===== config.mk =====
export PLATFORM = sky130hd
export DESIGN_NAME = mesh_route_table_engine
export DESIGN_NICKNAME = d
export VERILOG_FILES = /design/src/rtl/mrt_pkg.sv /design/src/rtl/mesh_route_table_engine.sv /design/src/rtl/mrt_ctrl.sv /design/src/rtl/mrt_datapath.sv
export SDC_FILE = /design/constraint.sdc
export NUM_CORES = 1
export LEC_CHECK = 0
export BUFFER_PORTS_ARGS = -buffer_cell sky130_fd_sc_hd__buf_2
export CORE_AREA = 2 2 197 199
export DETAILED_ROUTE_END_ITERATION = 10
export DIE_AREA = 0 0 199 201
export PLACE_DENSITY = 0.87
export REMOVE_ABC_BUFFERS = 1
export SETUP_SLACK_MARGIN = 0.2
export SLEW_MARGIN = 40
export SYNTH_ARGS = -nofsm -noshare
export SYNTH_HDL_FRONTEND = slang
export SYNTH_SLANG_ARGS = --single-unit

===== constraint.sdc =====
create_clock -name clk -period 5.3 [get_ports clk]
set_input_delay 0.53 -clock clk [delete_from_list [all_inputs] [get_ports clk]]
set_output_delay 0.53 -clock clk [all_outputs]
set_load 0.005 [all_outputs]

===== src/rtl/mrt_pkg.sv =====
// Shared types, codes and constants of the mesh route table engine.
package mrt_pkg;

  localparam int DEPTH_DEF = 16;
  localparam logic [7:0] OWN_ID_RST = 8'd1;

  // Action codes
  localparam logic [2:0] ACT_HEARD  = 3'd0;
  localparam logic [2:0] ACT_ADV    = 3'd1;
  localparam logic [2:0] ACT_LOOKUP = 3'd2;
  localparam logic [2:0] ACT_AGE    = 3'd3;
  localparam logic [2:0] ACT_PURGE  = 3'd4;
  localparam logic [2:0] ACT_DUMP   = 3'd5;

  // Table write operations
  localparam logic [2:0] WR_NONE   = 3'd0;
  localparam logic [2:0] WR_UPDATE = 3'd1;
  localparam logic [2:0] WR_AGE    = 3'd2;
  localparam logic [2:0] WR_SHIFT  = 3'd3;
  localparam logic [2:0] WR_PURGE  = 3'd4;
  localparam logic [2:0] WR_INSERT = 3'd5;

  typedef struct packed {
    logic [2:0] action;
    logic [7:0] node;
    logic [7:0] hops;
    logic [7:0] adv_source;
    logic [7:0] sender;
  } in_t;

  typedef struct packed {
    logic [7:0] next_hop;
    logic [7:0] entry_node;
    logic [7:0] entry_hops;
    logic [7:0] entry_next_hop;
    logic       entry_valid;
    logic [5:0] beacon_length;
    logic [4:0] entry_count;
    logic       table_full;
    logic       last;
  } out_t;

  typedef struct packed {
    logic       active;
    logic [7:0] node;
    logic [7:0] hops;
    logic [7:0] next_hop;
  } ent_t;

  // Controller to datapath
  typedef struct packed {
    logic       load_item;
    logic       idx_init_up;
    logic       idx_init_down;
    logic       rd_en;
    logic       rd_down;
    logic [2:0] wr_op;
    logic       nh_latch;
    logic       full_set;
    logic       purge_fin;
    logic       out_load;
    logic       out_entry;
  } cmd_t;

  // Datapath to controller
  typedef struct packed {
    logic [2:0] action;
    logic       adv_skip;
    logic       used_zero;
    logic       table_full;
    logic       idx_more_up;
    logic       idx_nz;
    logic       dv;
    logic       match;
    logic       last_dk;
    logic       dk_zero;
    logic       src_own;
    logic       out_free;
  } sta_t;

endpackage


===== src/rtl/mesh_route_table_engine.sv =====
// Top level of the mesh route table engine: controller, datapath and checks.
//
// Distance-vector route table of DEPTH entries kept newest first in a
// single-port-write, registered-read memory, walked by a controller one entry
// per cycle; a dump instead waits after each read until the output register
// is free. A lookup or an update of a known node takes at most one pass over
// the entries in use, age and purge one pass each, and adding a new node a
// pass to search and a pass to move every entry down a place. The single
// memory read port is stepped one address per cycle. Items are taken one at
// a time; the next item is taken as soon as the last result sits in the
// output register, even while that result is still stalled.
module mesh_route_table_engine import mrt_pkg::*; #(
  parameter int DEPTH = DEPTH_DEF
) (
  input  logic       clk,
  input  logic       rst_n,
  input  logic       in_valid,
  output logic       in_stall,
  input  in_t        in_data,
  output logic       out_valid,
  input  logic       out_stall,
  output out_t       out_data,
  input  logic       cfg_wr_en,
  input  logic [7:0] cfg_wr_data
);

  cmd_t cmd;
  sta_t sta;

  mrt_ctrl u_ctrl (
    .clk      (clk),
    .rst_n    (rst_n),
    .in_valid (in_valid),
    .in_stall (in_stall),
    .sta      (sta),
    .cmd      (cmd)
  );

  mrt_datapath #(
    .DEPTH (DEPTH)
  ) u_datapath (
    .clk         (clk),
    .rst_n       (rst_n),
    .in_data     (in_data),
    .cfg_wr_en   (cfg_wr_en),
    .cfg_wr_data (cfg_wr_data),
    .cmd         (cmd),
    .sta         (sta),
    .out_valid   (out_valid),
    .out_stall   (out_stall),
    .out_data    (out_data)
  );

  // never overwrite a result that is still waiting
  a_load_free: assert property (@(posedge clk) disable iff (!rst_n)
    cmd.out_load |-> (!out_valid || !out_stall))
    else $error("result loaded over a pending transfer");

  a_load_shows: assert property (@(posedge clk) disable iff (!rst_n)
    cmd.out_load |=> out_valid)
    else $error("loaded result not presented");

  a_entry_clean: assert property (@(posedge clk) disable iff (!rst_n)
    (out_valid && out_data.entry_valid) |->
      (out_data.next_hop == 8'd0 && !out_data.table_full))
    else $error("dump entry carries lookup or full flag");

  a_single_last: assert property (@(posedge clk) disable iff (!rst_n)
    (out_valid && !out_data.entry_valid) |-> out_data.last)
    else $error("non-dump result without last");

  a_busy_no_accept: assert property (@(posedge clk) disable iff (!rst_n)
    cmd.load_item |=> in_stall)
    else $error("input taken while an item is in progress");

endmodule


===== src/rtl/mrt_ctrl.sv =====
// Controller state machine of the mesh route table engine.
module mrt_ctrl import mrt_pkg::*; (
  input  logic clk,
  input  logic rst_n,
  input  logic in_valid,
  output logic in_stall,
  input  sta_t sta,
  output cmd_t cmd
);

  localparam logic [3:0] S_IDLE      = 4'd0;
  localparam logic [3:0] S_DISP      = 4'd1;
  localparam logic [3:0] S_SCAN      = 4'd2;
  localparam logic [3:0] S_SHIFT     = 4'd3;
  localparam logic [3:0] S_INSERT    = 4'd4;
  localparam logic [3:0] S_AGE       = 4'd5;
  localparam logic [3:0] S_PURGE     = 4'd6;
  localparam logic [3:0] S_DUMP_RD   = 4'd7;
  localparam logic [3:0] S_DUMP_WAIT = 4'd8;
  localparam logic [3:0] S_EMIT      = 4'd9;

  logic [3:0] state_r, state_nxt;

  assign in_stall = (state_r != S_IDLE);

  always_comb begin
    cmd       = '0;
    cmd.wr_op = WR_NONE;
    state_nxt = state_r;
    case (state_r)
      S_IDLE: begin
        if (in_valid) begin
          cmd.load_item = 1'b1;
          state_nxt     = S_DISP;
        end
      end
      S_DISP: begin
        cmd.idx_init_up = 1'b1;
        case (sta.action)
          ACT_HEARD, ACT_ADV: begin
            if (sta.action == ACT_ADV && sta.adv_skip) state_nxt = S_EMIT;
            else if (sta.used_zero) state_nxt = S_INSERT;
            else state_nxt = S_SCAN;
          end
          ACT_LOOKUP: state_nxt = sta.used_zero ? S_EMIT : S_SCAN;
          ACT_AGE:    state_nxt = sta.used_zero ? S_EMIT : S_AGE;
          ACT_PURGE:  state_nxt = sta.used_zero ? S_EMIT : S_PURGE;
          ACT_DUMP:   state_nxt = sta.used_zero ? S_EMIT : S_DUMP_RD;
          default:    state_nxt = S_EMIT;
        endcase
      end
      S_SCAN: begin
        cmd.rd_en = sta.idx_more_up;
        if (sta.dv && sta.match) begin
          if (sta.action == ACT_LOOKUP) cmd.nh_latch = 1'b1;
          else cmd.wr_op = WR_UPDATE;
          state_nxt = S_EMIT;
        end else if (sta.dv && sta.last_dk) begin
          if (sta.action == ACT_LOOKUP || sta.src_own) begin
            state_nxt = S_EMIT;
          end else if (sta.table_full) begin
            cmd.full_set = 1'b1;
            state_nxt    = S_EMIT;
          end else begin
            cmd.idx_init_down = 1'b1;
            state_nxt         = S_SHIFT;
          end
        end
      end
      S_SHIFT: begin
        // move entries down one place, last entry first
        cmd.rd_en   = sta.idx_nz;
        cmd.rd_down = 1'b1;
        if (sta.dv) begin
          cmd.wr_op = WR_SHIFT;
          if (sta.dk_zero) state_nxt = S_INSERT;
        end
      end
      S_INSERT: begin
        cmd.wr_op = WR_INSERT;
        state_nxt = S_EMIT;
      end
      S_AGE: begin
        cmd.rd_en = sta.idx_more_up;
        if (sta.dv) begin
          cmd.wr_op = WR_AGE;
          if (sta.last_dk) state_nxt = S_EMIT;
        end
      end
      S_PURGE: begin
        cmd.rd_en = sta.idx_more_up;
        if (sta.dv) begin
          cmd.wr_op = WR_PURGE;
          if (sta.last_dk) begin
            cmd.purge_fin = 1'b1;
            state_nxt     = S_EMIT;
          end
        end
      end
      S_DUMP_RD: begin
        cmd.rd_en = 1'b1;
        state_nxt = S_DUMP_WAIT;
      end
      S_DUMP_WAIT: begin
        // hold the read entry until the output register frees up
        if (sta.out_free) begin
          cmd.out_load  = 1'b1;
          cmd.out_entry = 1'b1;
          state_nxt     = sta.last_dk ? S_IDLE : S_DUMP_RD;
        end
      end
      S_EMIT: begin
        if (sta.out_free) begin
          cmd.out_load = 1'b1;
          state_nxt    = S_IDLE;
        end
      end
      default: state_nxt = S_IDLE;
    endcase
  end

  always_ff @(posedge clk) begin
    if (!rst_n) begin
      state_r <= S_IDLE;
    end else begin
      state_r <= state_nxt;
    end
  end

endmodule


===== src/rtl/mrt_datapath.sv =====
// Datapath of the mesh route table engine: table memory, counters, result register.
module mrt_datapath import mrt_pkg::*; #(
  parameter int DEPTH = DEPTH_DEF
) (
  input  logic       clk,
  input  logic       rst_n,
  input  in_t        in_data,
  input  logic       cfg_wr_en,
  input  logic [7:0] cfg_wr_data,
  input  cmd_t       cmd,
  output sta_t       sta,
  output logic       out_valid,
  input  logic       out_stall,
  output out_t       out_data
);

  localparam int AW = $clog2(DEPTH);
  localparam int CW = $clog2(DEPTH + 1);

  ent_t mem [DEPTH];

  logic [7:0]    own_id_r;
  logic [2:0]    act_r;
  logic [7:0]    node_r, cnt_r, src_r, hop_r;
  logic [7:0]    nh_r;
  logic          full_r;
  logic [CW-1:0] used_r, idx_r, w_r;
  logic [AW-1:0] dk_r;
  logic          dv_r;
  ent_t          rd_data_r;
  logic          out_valid_r;
  out_t          out_data_r;

  logic [CW-1:0] idx_m1;
  logic [AW-1:0] rd_addr, wr_addr;
  logic          wr_en;
  ent_t          wr_data, new_ent;
  logic          upd_needed;
  logic [15:0]   used16, blen16;
  logic [7:0]    cnt_in;

  assign idx_m1  = idx_r - CW'(1);
  assign rd_addr = cmd.rd_down ? idx_m1[AW-1:0] : idx_r[AW-1:0];
  assign new_ent = '{active: 1'b1, node: node_r, hops: cnt_r, next_hop: hop_r};

  assign upd_needed = rd_data_r.active ? (rd_data_r.hops > cnt_r) : (src_r != own_id_r);

  always_comb begin
    wr_en   = 1'b0;
    wr_addr = dk_r;
    wr_data = rd_data_r;
    case (cmd.wr_op)
      WR_UPDATE: begin
        wr_en   = upd_needed;
        wr_data = new_ent;
      end
      WR_AGE: begin
        wr_en          = 1'b1;
        wr_data.active = 1'b0;
      end
      WR_SHIFT: begin
        wr_en   = 1'b1;
        wr_addr = dk_r + AW'(1);
      end
      WR_PURGE: begin
        wr_en   = rd_data_r.active;
        wr_addr = w_r[AW-1:0];
      end
      WR_INSERT: begin
        wr_en   = 1'b1;
        wr_addr = '0;
        wr_data = new_ent;
      end
      default: wr_en = 1'b0;
    endcase
  end

  always_ff @(posedge clk) begin
    if (wr_en) mem[wr_addr] <= wr_data;
  end

  always_ff @(posedge clk) begin
    if (cmd.rd_en) begin
      rd_data_r <= mem[rd_addr];
      dk_r      <= rd_addr;
    end
  end

  assign cnt_in = (in_data.hops == 8'hFF) ? 8'hFF : in_data.hops + 8'd1;

  // latch the item with its count, source and next hop already chosen
  always_ff @(posedge clk) begin
    if (cmd.load_item) begin
      act_r  <= in_data.action;
      node_r <= in_data.node;
      if (in_data.action == ACT_ADV) begin
        cnt_r <= cnt_in;
        src_r <= in_data.adv_source;
        hop_r <= in_data.sender;
      end else begin
        cnt_r <= 8'd1;
        src_r <= 8'd0;
        hop_r <= in_data.node;
      end
    end
  end

  always_ff @(posedge clk) begin
    if (!rst_n) begin
      own_id_r    <= OWN_ID_RST;
      used_r      <= '0;
      idx_r       <= '0;
      w_r         <= '0;
      dv_r        <= 1'b0;
      nh_r        <= '0;
      full_r      <= 1'b0;
      out_valid_r <= 1'b0;
    end else begin
      if (cfg_wr_en) own_id_r <= cfg_wr_data;
      dv_r <= cmd.rd_en;

      if (cmd.idx_init_up) idx_r <= '0;
      else if (cmd.idx_init_down) idx_r <= used_r;
      else if (cmd.rd_en) idx_r <= cmd.rd_down ? idx_m1 : idx_r + CW'(1);

      if (cmd.load_item) begin
        nh_r   <= '0;
        full_r <= 1'b0;
      end else begin
        if (cmd.nh_latch) nh_r <= rd_data_r.next_hop;
        if (cmd.full_set) full_r <= 1'b1;
      end

      if (cmd.idx_init_up) w_r <= '0;
      else if (cmd.wr_op == WR_PURGE && rd_data_r.active) w_r <= w_r + CW'(1);

      if (cmd.wr_op == WR_INSERT) used_r <= used_r + CW'(1);
      else if (cmd.purge_fin) used_r <= w_r + CW'(rd_data_r.active);

      if (cmd.out_load) out_valid_r <= 1'b1;
      else if (!out_stall) out_valid_r <= 1'b0;
    end
  end

  assign used16 = 16'(used_r);
  assign blen16 = used16 * 16'd3 + 16'd2;

  always_ff @(posedge clk) begin
    if (cmd.out_load) begin
      out_data_r.beacon_length <= blen16[5:0];
      out_data_r.entry_count   <= used16[4:0];
      if (cmd.out_entry) begin
        out_data_r.next_hop       <= '0;
        out_data_r.entry_node     <= rd_data_r.node;
        out_data_r.entry_hops     <= rd_data_r.hops;
        out_data_r.entry_next_hop <= rd_data_r.next_hop;
        out_data_r.entry_valid    <= 1'b1;
        out_data_r.table_full     <= 1'b0;
        out_data_r.last           <= sta.last_dk;
      end else begin
        out_data_r.next_hop       <= nh_r;
        out_data_r.entry_node     <= '0;
        out_data_r.entry_hops     <= '0;
        out_data_r.entry_next_hop <= '0;
        out_data_r.entry_valid    <= 1'b0;
        out_data_r.table_full     <= full_r;
        out_data_r.last           <= 1'b1;
      end
    end
  end

  assign out_valid = out_valid_r;
  assign out_data  = out_data_r;

  always_comb begin
    sta.action      = act_r;
    sta.adv_skip    = (node_r == 8'd0) || (node_r == own_id_r);
    sta.used_zero   = (used_r == '0);
    sta.table_full  = (used_r == CW'(DEPTH));
    sta.idx_more_up = (idx_r < used_r);
    sta.idx_nz      = (idx_r != '0);
    sta.dv          = dv_r;
    sta.match       = (rd_data_r.node == node_r);
    sta.last_dk     = (CW'(dk_r) + CW'(1) == used_r);
    sta.dk_zero     = (dk_r == '0);
    sta.src_own     = (src_r == own_id_r);
    sta.out_free    = !out_valid_r || !out_stall;
  end

endmodule


==> impl_metrics.json, run 1 <==
{
  "cts_tree": "built",
  "synth_cell_types": 73,
  "yosys.area.top_type": "edfxtp_1",
  "ctsHtreeMaxLevel": 2,
  "max_freq_ghz": 0.260,
  "internal-power_w": 0.00788,
  "finalMaxSlewViolations": 0,
  "dpl.hpwl_mm": 35.9,
  "clock_latency_ps": 620,
  "critPathArrivalTime_ps": 4120,
  "yosysMostFrequentCell": "edfxtp_1",
  "synth_area_per_cell_sq_um": 14.7,
  "synth-seq-area-share_pct": 70.0,
  "crit_start": "u_ctrl.state_r[0]",
  "pwr-share-seq_pct": 48.1,
  "critPathRequiredTime_ps": 5580,
  "place_congestion": 0.956,
  "grt_pass1_wl_mm": 88.6,
  "skew_ps": 42.6,
  "ant_nets": 0,
  "fin_crit_ps": 3840,
  "async_reset_ff_share_pct": 0,
  "synth_edf_count": 509,
  "drive_gt1_share_pct": 19.2,
  "post-place-cells": 2130,
  "worst_slew_margin_rel_pct": 41.2,
  "powerDensity_nw_per_um2": 420,
  "die_h_um": 201,
  "maxCapViolCount": 0,
  "ys_ff_latch": 547,
  "syn2layout_area_growth_pct": 13.2,
  "combPwrFrac_pct": 17.8,
  "antenna_found_initial": 0,
  "hold_depth": 1,
  "num-fill-cells": 2380,
  "critPathCaptureType": "flip-flop",
  "rows": 72,
  "min_from": "in_data[32]",
  "tns_ps": 0,
  "grt_pass1_vias": 14400,
  "netSwitchingPower_w": 0.00300,
  "port_buffers": 95,
  "hold_ws_ps": 142,
  "fin_crit_sh_pct": 72.4,
  "gr-total-overflow": 0,
  "cts_hold_buf": 0,
  "cts_buffer_depth": 3,
  "dr.pass1.iters": 8,
  "die_w_um": 199,
  "dieArea_sq_um": 40000,
  "synthCells": 1557,
  "swShare_pct": 27.6,
  "grt_max_degree": 151,
  "hold_path_end": "u_datapath.act_r[0]",
  "rr_endpoint": "u_datapath.mem[2][7]",
  "ys_top_cells_by_area": "edfxtp_1 67%, mux4_2 4.9%, nand2_1 4.4%, dfxtp_1 3.3%, a311oi_1 1.9%",
  "worst-r2r-cell-count": 6,
  "wl_mm": 59.0,
  "worst_pin_slew_ps": 882,
  "critPathLaunchType": "flip-flop",
  "postCtsSetupBuffers": 0,
  "r2r_start": "u_ctrl.state_r[0]",
  "r2r_slack_ps": 1460,
  "core-area_sq_um": 38100,
  "place_area_sq_um": 24200,
  "drtIter0Drc": 1995,
  "synthTopCellsByCount": "509 x edfxtp_1, 266 x nand2_1, 68 x nand3_1",
  "cts_made_buffers": 52,
  "clockPowerShare_pct": 34.2,
  "grtUsageTotal_pct": 30.1,
  "worstSetupPathType": "reg2reg",
  "min_path_type": "in2reg",
  "synth-main-ff-cell": "edfxtp_1",
  "setup_violations": 0,
  "synth.top_cell.area_share_pct": 66.7,
  "clkSinkCount": 547,
  "synth_warnings": 0,
  "initial_core_util_pct": 60.2,
  "antennaDiodeCount": 0,
  "drc": 0,
  "crit_fanout": 17,
  "fin_area_sq_um": 25900,
  "cts-root-buf": "clkbuf_16",
  "ir_drop_v": 0.000294,
  "hold_violations": 0,
  "via_per_inst": 6.56,
  "final_cells": 2225,
  "cts_resized": 0,
  "p_leak_nw": 8.93,
  "via_count": 14600,
  "status": "complete, no violations",
  "nNetsFinal": 1749,
  "routedWlPerCell_um": 26.5,
  "rsz0062_at_grt": "false",
  "io_pins": 96,
  "clk_pin_slew_ps": 70,
  "netlist_area_sq_um": 22900
}
layer usage:
metal | wire [um] | global-route usage [%]
met2 | 28300 | 48.0
met5 | 0 | 0
met4 | 2900 | 14.0
met3 | 6380 | 5.23
met1 | 21400 | 40.9
cell type report:
| cell class | count | area [sq um] | share of cell area [%] |
|---|---|---|---|
| well taps | 518 | 648 | 2.50 |
| flip-flops and latches | 547 | 16000 | 61.8 |
| clock inverters | 27 | 314 | 1.21 |
| repair buffers | 139 | 868 | 3.35 |
| inverters | 31 | 121 | 0.468 |
| clock buffers | 67 | 1410 | 5.43 |
| multi-input cells | 896 | 6540 | 25.2 |
how the worst max path moves through the flow:
stage                                    endpoint  slack (ps)  cells past startpoint
after CTS                    u_datapath.mem[1][4]        1500                      6
after floorplan           u_datapath.rd_data_r[0]       -1720                      9
after global placement       u_datapath.mem[2][7]        1640                      6
after detailed placement    u_datapath.mem[1][14]        1530                      6
after global routing         u_datapath.mem[0][9]        1280                      6
final                        u_datapath.mem[2][7]        1460                      6
power groups by stage:
stage / logic, W / registers (W) / clock network (W)
2_1_floorplan: 0.00125 / 0.00528 / 0
6_report: 0.00193 / 0.00523 / 0.00372
4_1_cts: 0.00190 / 0.00523 / 0.00374
3_3_place_gp: 0.00180 / 0.00531 / 0
5_1_grt: 0.00207 / 0.00525 / 0.00391
3_5_place_dp: 0.00187 / 0.00532 / 0
placed cells by master (no fill, tap or decap), types with 15 or more instances in the layout:
master / Yosys / final
a211oi_1: 23 / 23
a21oi_1: 29 / 27
and2_1: 54 / 54
edfxtp_1: 509 / 509
o21ai_0: 23 / 22
mux2i_1: 18 / 18
xnor2_1: 35 / 35
dfxtp_1: 38 / 38
mux2_2: 17 / 17
mux4_2: 50 / 50
ha_1: 33 / 32
buf_4: 5 / 39
nand3_1: 68 / 68
nand2_1: 266 / 266
buf_2: 31 / 95
inv_1: 27 / 27
a31oi_1: 28 / 28
clkbuf_16: 0 / 53
a311oi_1: 51 / 51
nor2_1: 46 / 46
nor2b_1: 16 / 15
cell families after synthesis:
group,Yosys count,share of synthesized area (%)
XOR/XNOR,49,1.87
multiplexers,86,6.63
AND/OR/NAND/NOR,522,10.8
buffers and inverters,114,2.19
adder cells (fa/ha/maj),34,1.89
flip-flops,547,70.0
AO/OA/AOI/OAI,205,6.64
critical path, cell delays in order, from the launching register on:
cell and delay (ps):
dfxtp_1 730, nor2_1 240, and4_1 370, a221oi_2 750, nand2_1 340, nor3b_4 670, buf_4 400
per-stage QoR:
stage / util (%) / total power [W] / setup slack [ps]
finish: 68.1 / 0.0109 / 1460
floorplan: - / 0.00653 / -1720
detailed placement: 63.5 / 0.00719 / 1530
global placement: 63.4 / 0.00711 / 1640
global route: 68.1 / 0.0112 / 1280
CTS: 68.0 / 0.0109 / 1500
state kept, by name (all words and copies together) (netlist names), 3 cells and up:
signal,flops
u_datapath.cnt_r,8
u_datapath.node_r,8
u_datapath.act_r,3
u_datapath.used_r,5
u_datapath.dk_r,4
u_datapath.nh_r,8
u_datapath.mem,400
u_datapath.src_r,8
u_ctrl.state_r,4
u_datapath.w_r,5
u_datapath.own_id_r,8
u_datapath.out_data,45
u_datapath.hop_r,8
u_datapath.idx_r,5
u_datapath.rd_data_r,25
No activity file was read; power rests on OpenSTA's default activity.
==> inputs of run 2 (changes only) <==
Settings changed: ABC_AREA from default to 1, CORE_AREA 2 2 197 199 to 2 2 209 211, DIE_AREA 0 0 199 201 to 0 0 211 213, PLACE_DENSITY 0.87 to 0.84.
Clock period 5.3 ns to 3.4 ns, I/O delays scaled along.
==> run 2 against run 1 <==
Setup slack lost 1000 ps. Combinational power grew 13%. Maximum frequency grew 29%. Clock skew shrank 24 ps. Non-clock buffer count grew 54. Synthesized cell count grew 43%. Die area grew 12%. Count of clock-buffer cells in the layout shrank 6. Synthesized area grew 3.0%. Critical endpoint is now u_datapath.rd_data_r[20]. Sequential power grew 54%. Hold slack lost 120 ps. Critical path type unchanged.
==> impl_metrics.json, run 2 <==
{
  "status": "complete, no violations",
  "finalMaxSlewViolations": 0,
  "dieArea_sq_um": 44900,
  "cts_made_buffers": 53,
  "dr.pass1.iters": 6,
  "dpl.hpwl_mm": 38.0,
  "place_congestion": 0.943,
  "crit_fanout": 22,
  "cts_buffer_depth": 3,
  "critPathLaunchType": "flip-flop",
  "netlist_area_sq_um": 23600,
  "initial_core_util_pct": 55.3,
  "synth_warnings": 0,
  "via_per_inst": 5.84,
  "rows": 76,
  "cts_tree": "built",
  "r2r_start": "u_ctrl.state_r[2]",
  "final_util_pct": 63.7,
  "globalRouteMet3Util_pct": 4.99,
  "critPathRequiredTime_ps": 3760,
  "grt_pass1_wl_mm": 92.3,
  "ys_ff_latch": 547,
  "hold_violations": 0,
  "critPathCaptureType": "flip-flop",
  "min_from": "out_stall",
  "top_register": "u_datapath.mem",
  "rsz0062_at_grt": "false",
  "skew_ps": 18.1,
  "grtUsageTotal_pct": 27.1,
  "ctsHtreeMaxLevel": 2,
  "setup_violations": 0,
  "synth_area_per_cell_sq_um": 10.6,
  "nNetsFinal": 2451,
  "port_buffers": 95,
  "synthCells": 2220,
  "gr-total-overflow": 0,
  "hold_path_end": "u_datapath.out_valid",
  "grt_max_degree": 112,
  "routedWlPerCell_um": 20.5,
  "synth.top_cell.area_share_pct": 64.7,
  "die_h_um": 213,
  "synth_edf_count": 509,
  "grt_pass1_vias": 16900,
  "powerDensity_nw_per_um2": 591,
  "maxCapViolCount": 0,
  "drtIter0Drc": 2602,
  "synthTopCellsByCount": "807 x nand2_1, 509 x edfxtp_1, 161 x inv_1",
  "worst-r2r-cell-count": 12,
  "ant_nets": 0,
  "postCtsSetupBuffers": 0,
  "async_reset_ff_share_pct": 0,
  "antenna_found_initial": 1,
  "ys_top_cells_by_area": "edfxtp_1 65%, nand2_1 13%, dfxtp_1 3.2%, inv_1 2.6%, o21ai_0 2.5%",
  "core-area_sq_um": 42700,
  "syn2layout_area_growth_pct": 15.1,
  "wl_mm": 60.6,
  "num-fill-cells": 3019,
  "clk_pin_slew_ps": 60,
  "drc": 0,
  "gr-usage-met2_pct": 44.4,
  "final_common_cell": "nand2_1",
  "hold_depth": 3,
  "ir_drop_v": 0.000365,
  "layout_common_cells": "807 x nand2_1, 509 x edfxtp_1, 159 x inv_1",
  "synth-seq-area-share_pct": 67.9,
  "worst_slew_margin_rel_pct": 42.0,
  "clock_latency_ps": 620,
  "worst_pin_slew_ps": 868,
  "min_path_type": "in2reg",
  "multiInputGateArea_sq_um": 6590,
  "p_leak_nw": 10.7,
  "area.sequential_sq_um": 16000,
  "drive_gt1_share_pct": 11.8,
  "worstSetupPathType": "reg2reg",
  "r2r_slack_ps": 410,
  "cts-root-buf": "clkbuf_16",
  "via_count": 17300,
  "synth_cell_types": 39,
  "synth-main-ff-cell": "edfxtp_1",
  "yosys.area.top_type": "edfxtp_1",
  "critPathArrivalTime_ps": 3350,
  "fin_crit_sh_pct": 87.8,
  "total_power_w": 0.0161,
  "die_w_um": 211,
  "clkSinkCount": 547,
  "largest_reg_flops": 400,
  "fin_crit_ps": 2990,
  "max_freq_ghz": 0.335,
  "grt.busiest_layer": "met2",
  "antennaDiodeCount": 0,
  "grt_use_met1_pct": 35.4,
  "rr_endpoint": "u_datapath.rd_data_r[20]",
  "yosysMostFrequentCell": "nand2_1",
  "io_pins": 96
}
-- run 2: cell types whose count changed in the layout (fill, tap and decap cells not counted), sizes merged, moves of 35 or more --
cell    delta
inv      +135
nor2      +87
buf       +35
o21ai    +101
a311oi    -51
mux4      -50
o211ai    +41
nand2    +540
and2      -62
-- run 2: per-layer routing --
| metal | vias to the layer above | wire (um) | part of all wire, % |
|---|---|---|---|
| met1 | 8144 | 22800 | 38 |
| met5 | - | 0 | 0 |
| met2 | 1107 | 28600 | 47 |
| met4 | 0 | 2550 | 4.2 |
| li1 | 7838 | - | - |
| met3 | 180 | 6690 | 11 |
-- run 2: cell type report --
class | count | area share [%]
flip-flops and latches | 547 | 59.0
inverters | 165 | 2.29
repair buffers | 193 | 5.60
multi-input cells | 1409 | 24.2
clock inverters | 38 | 1.34
clock buffers | 61 | 4.99
well taps | 546 | 2.51
-- run 2: stage by stage --
stage	TNS [ps]	cell area (sq um)	hold slack [ps]	instances	setup WS (ps)
floorplan	-266990	23200	423	2121	-5790
global placement	0	25300	437	2841	544
detailed placement	0	25300	441	2841	480
CTS	0	27200	0.597	2959	357
global route	0	27200	6.89	2959	219
finish	0	27200	25.6	2959	414
-- run 2: kinds of logic after synthesis --
group,synth area share [%]
DFF,67.9
AOI/OAI and AO/OA,6.86
xor gates and xnor gates,1.11
adders and majority gates,1.83
buffers and inverters,4.50
and+or+nand+nor,17.8
-- run 2: repair_timing --
item / in CTS / in global routing
hold endpoints to repair: 19 / 0
hold buffers: 19 / 0
endpoints found under the setup margin: 0 / 42
gates resized for setup: 0 / 2
-- run 2: critical path, cell delays in order, from the launching register on --
cell	delay [ps]
dfxtp_1	350
nor2_2	180
inv_2	80
nor2_4	220
inv_2	160
or2_1	300
o21ai_4	330
buf_4	370
nand3_1	130
o211ai_1	130
o21ai_1	210
nand2_1	190
nand2_1	70
-- run 2: how the worst max path moves through the flow --
stage	start	endpoint	slack, ps	depth (start not counted)
floorplan	u_ctrl.state_r[3]	u_datapath.rd_data_r[11]	-5790	12
global placement	u_ctrl.state_r[2]	u_datapath.rd_data_r[20]	540	13
detailed placement	u_datapath.act_r[2]	u_datapath.mem[3][8]	480	9
CTS	u_ctrl.state_r[2]	u_datapath.rd_data_r[20]	360	13
global route	u_ctrl.state_r[1]	u_datapath.mem[15][0]	220	11
finish	u_ctrl.state_r[2]	u_datapath.rd_data_r[20]	410	12
-- run 2: report_power, final --
part	switching [W]	internal, W
clock network	0.00257	0.00327
registers	0.000157	0.00788
logic	0.00155	0.000639
total	0.00428	0.0118
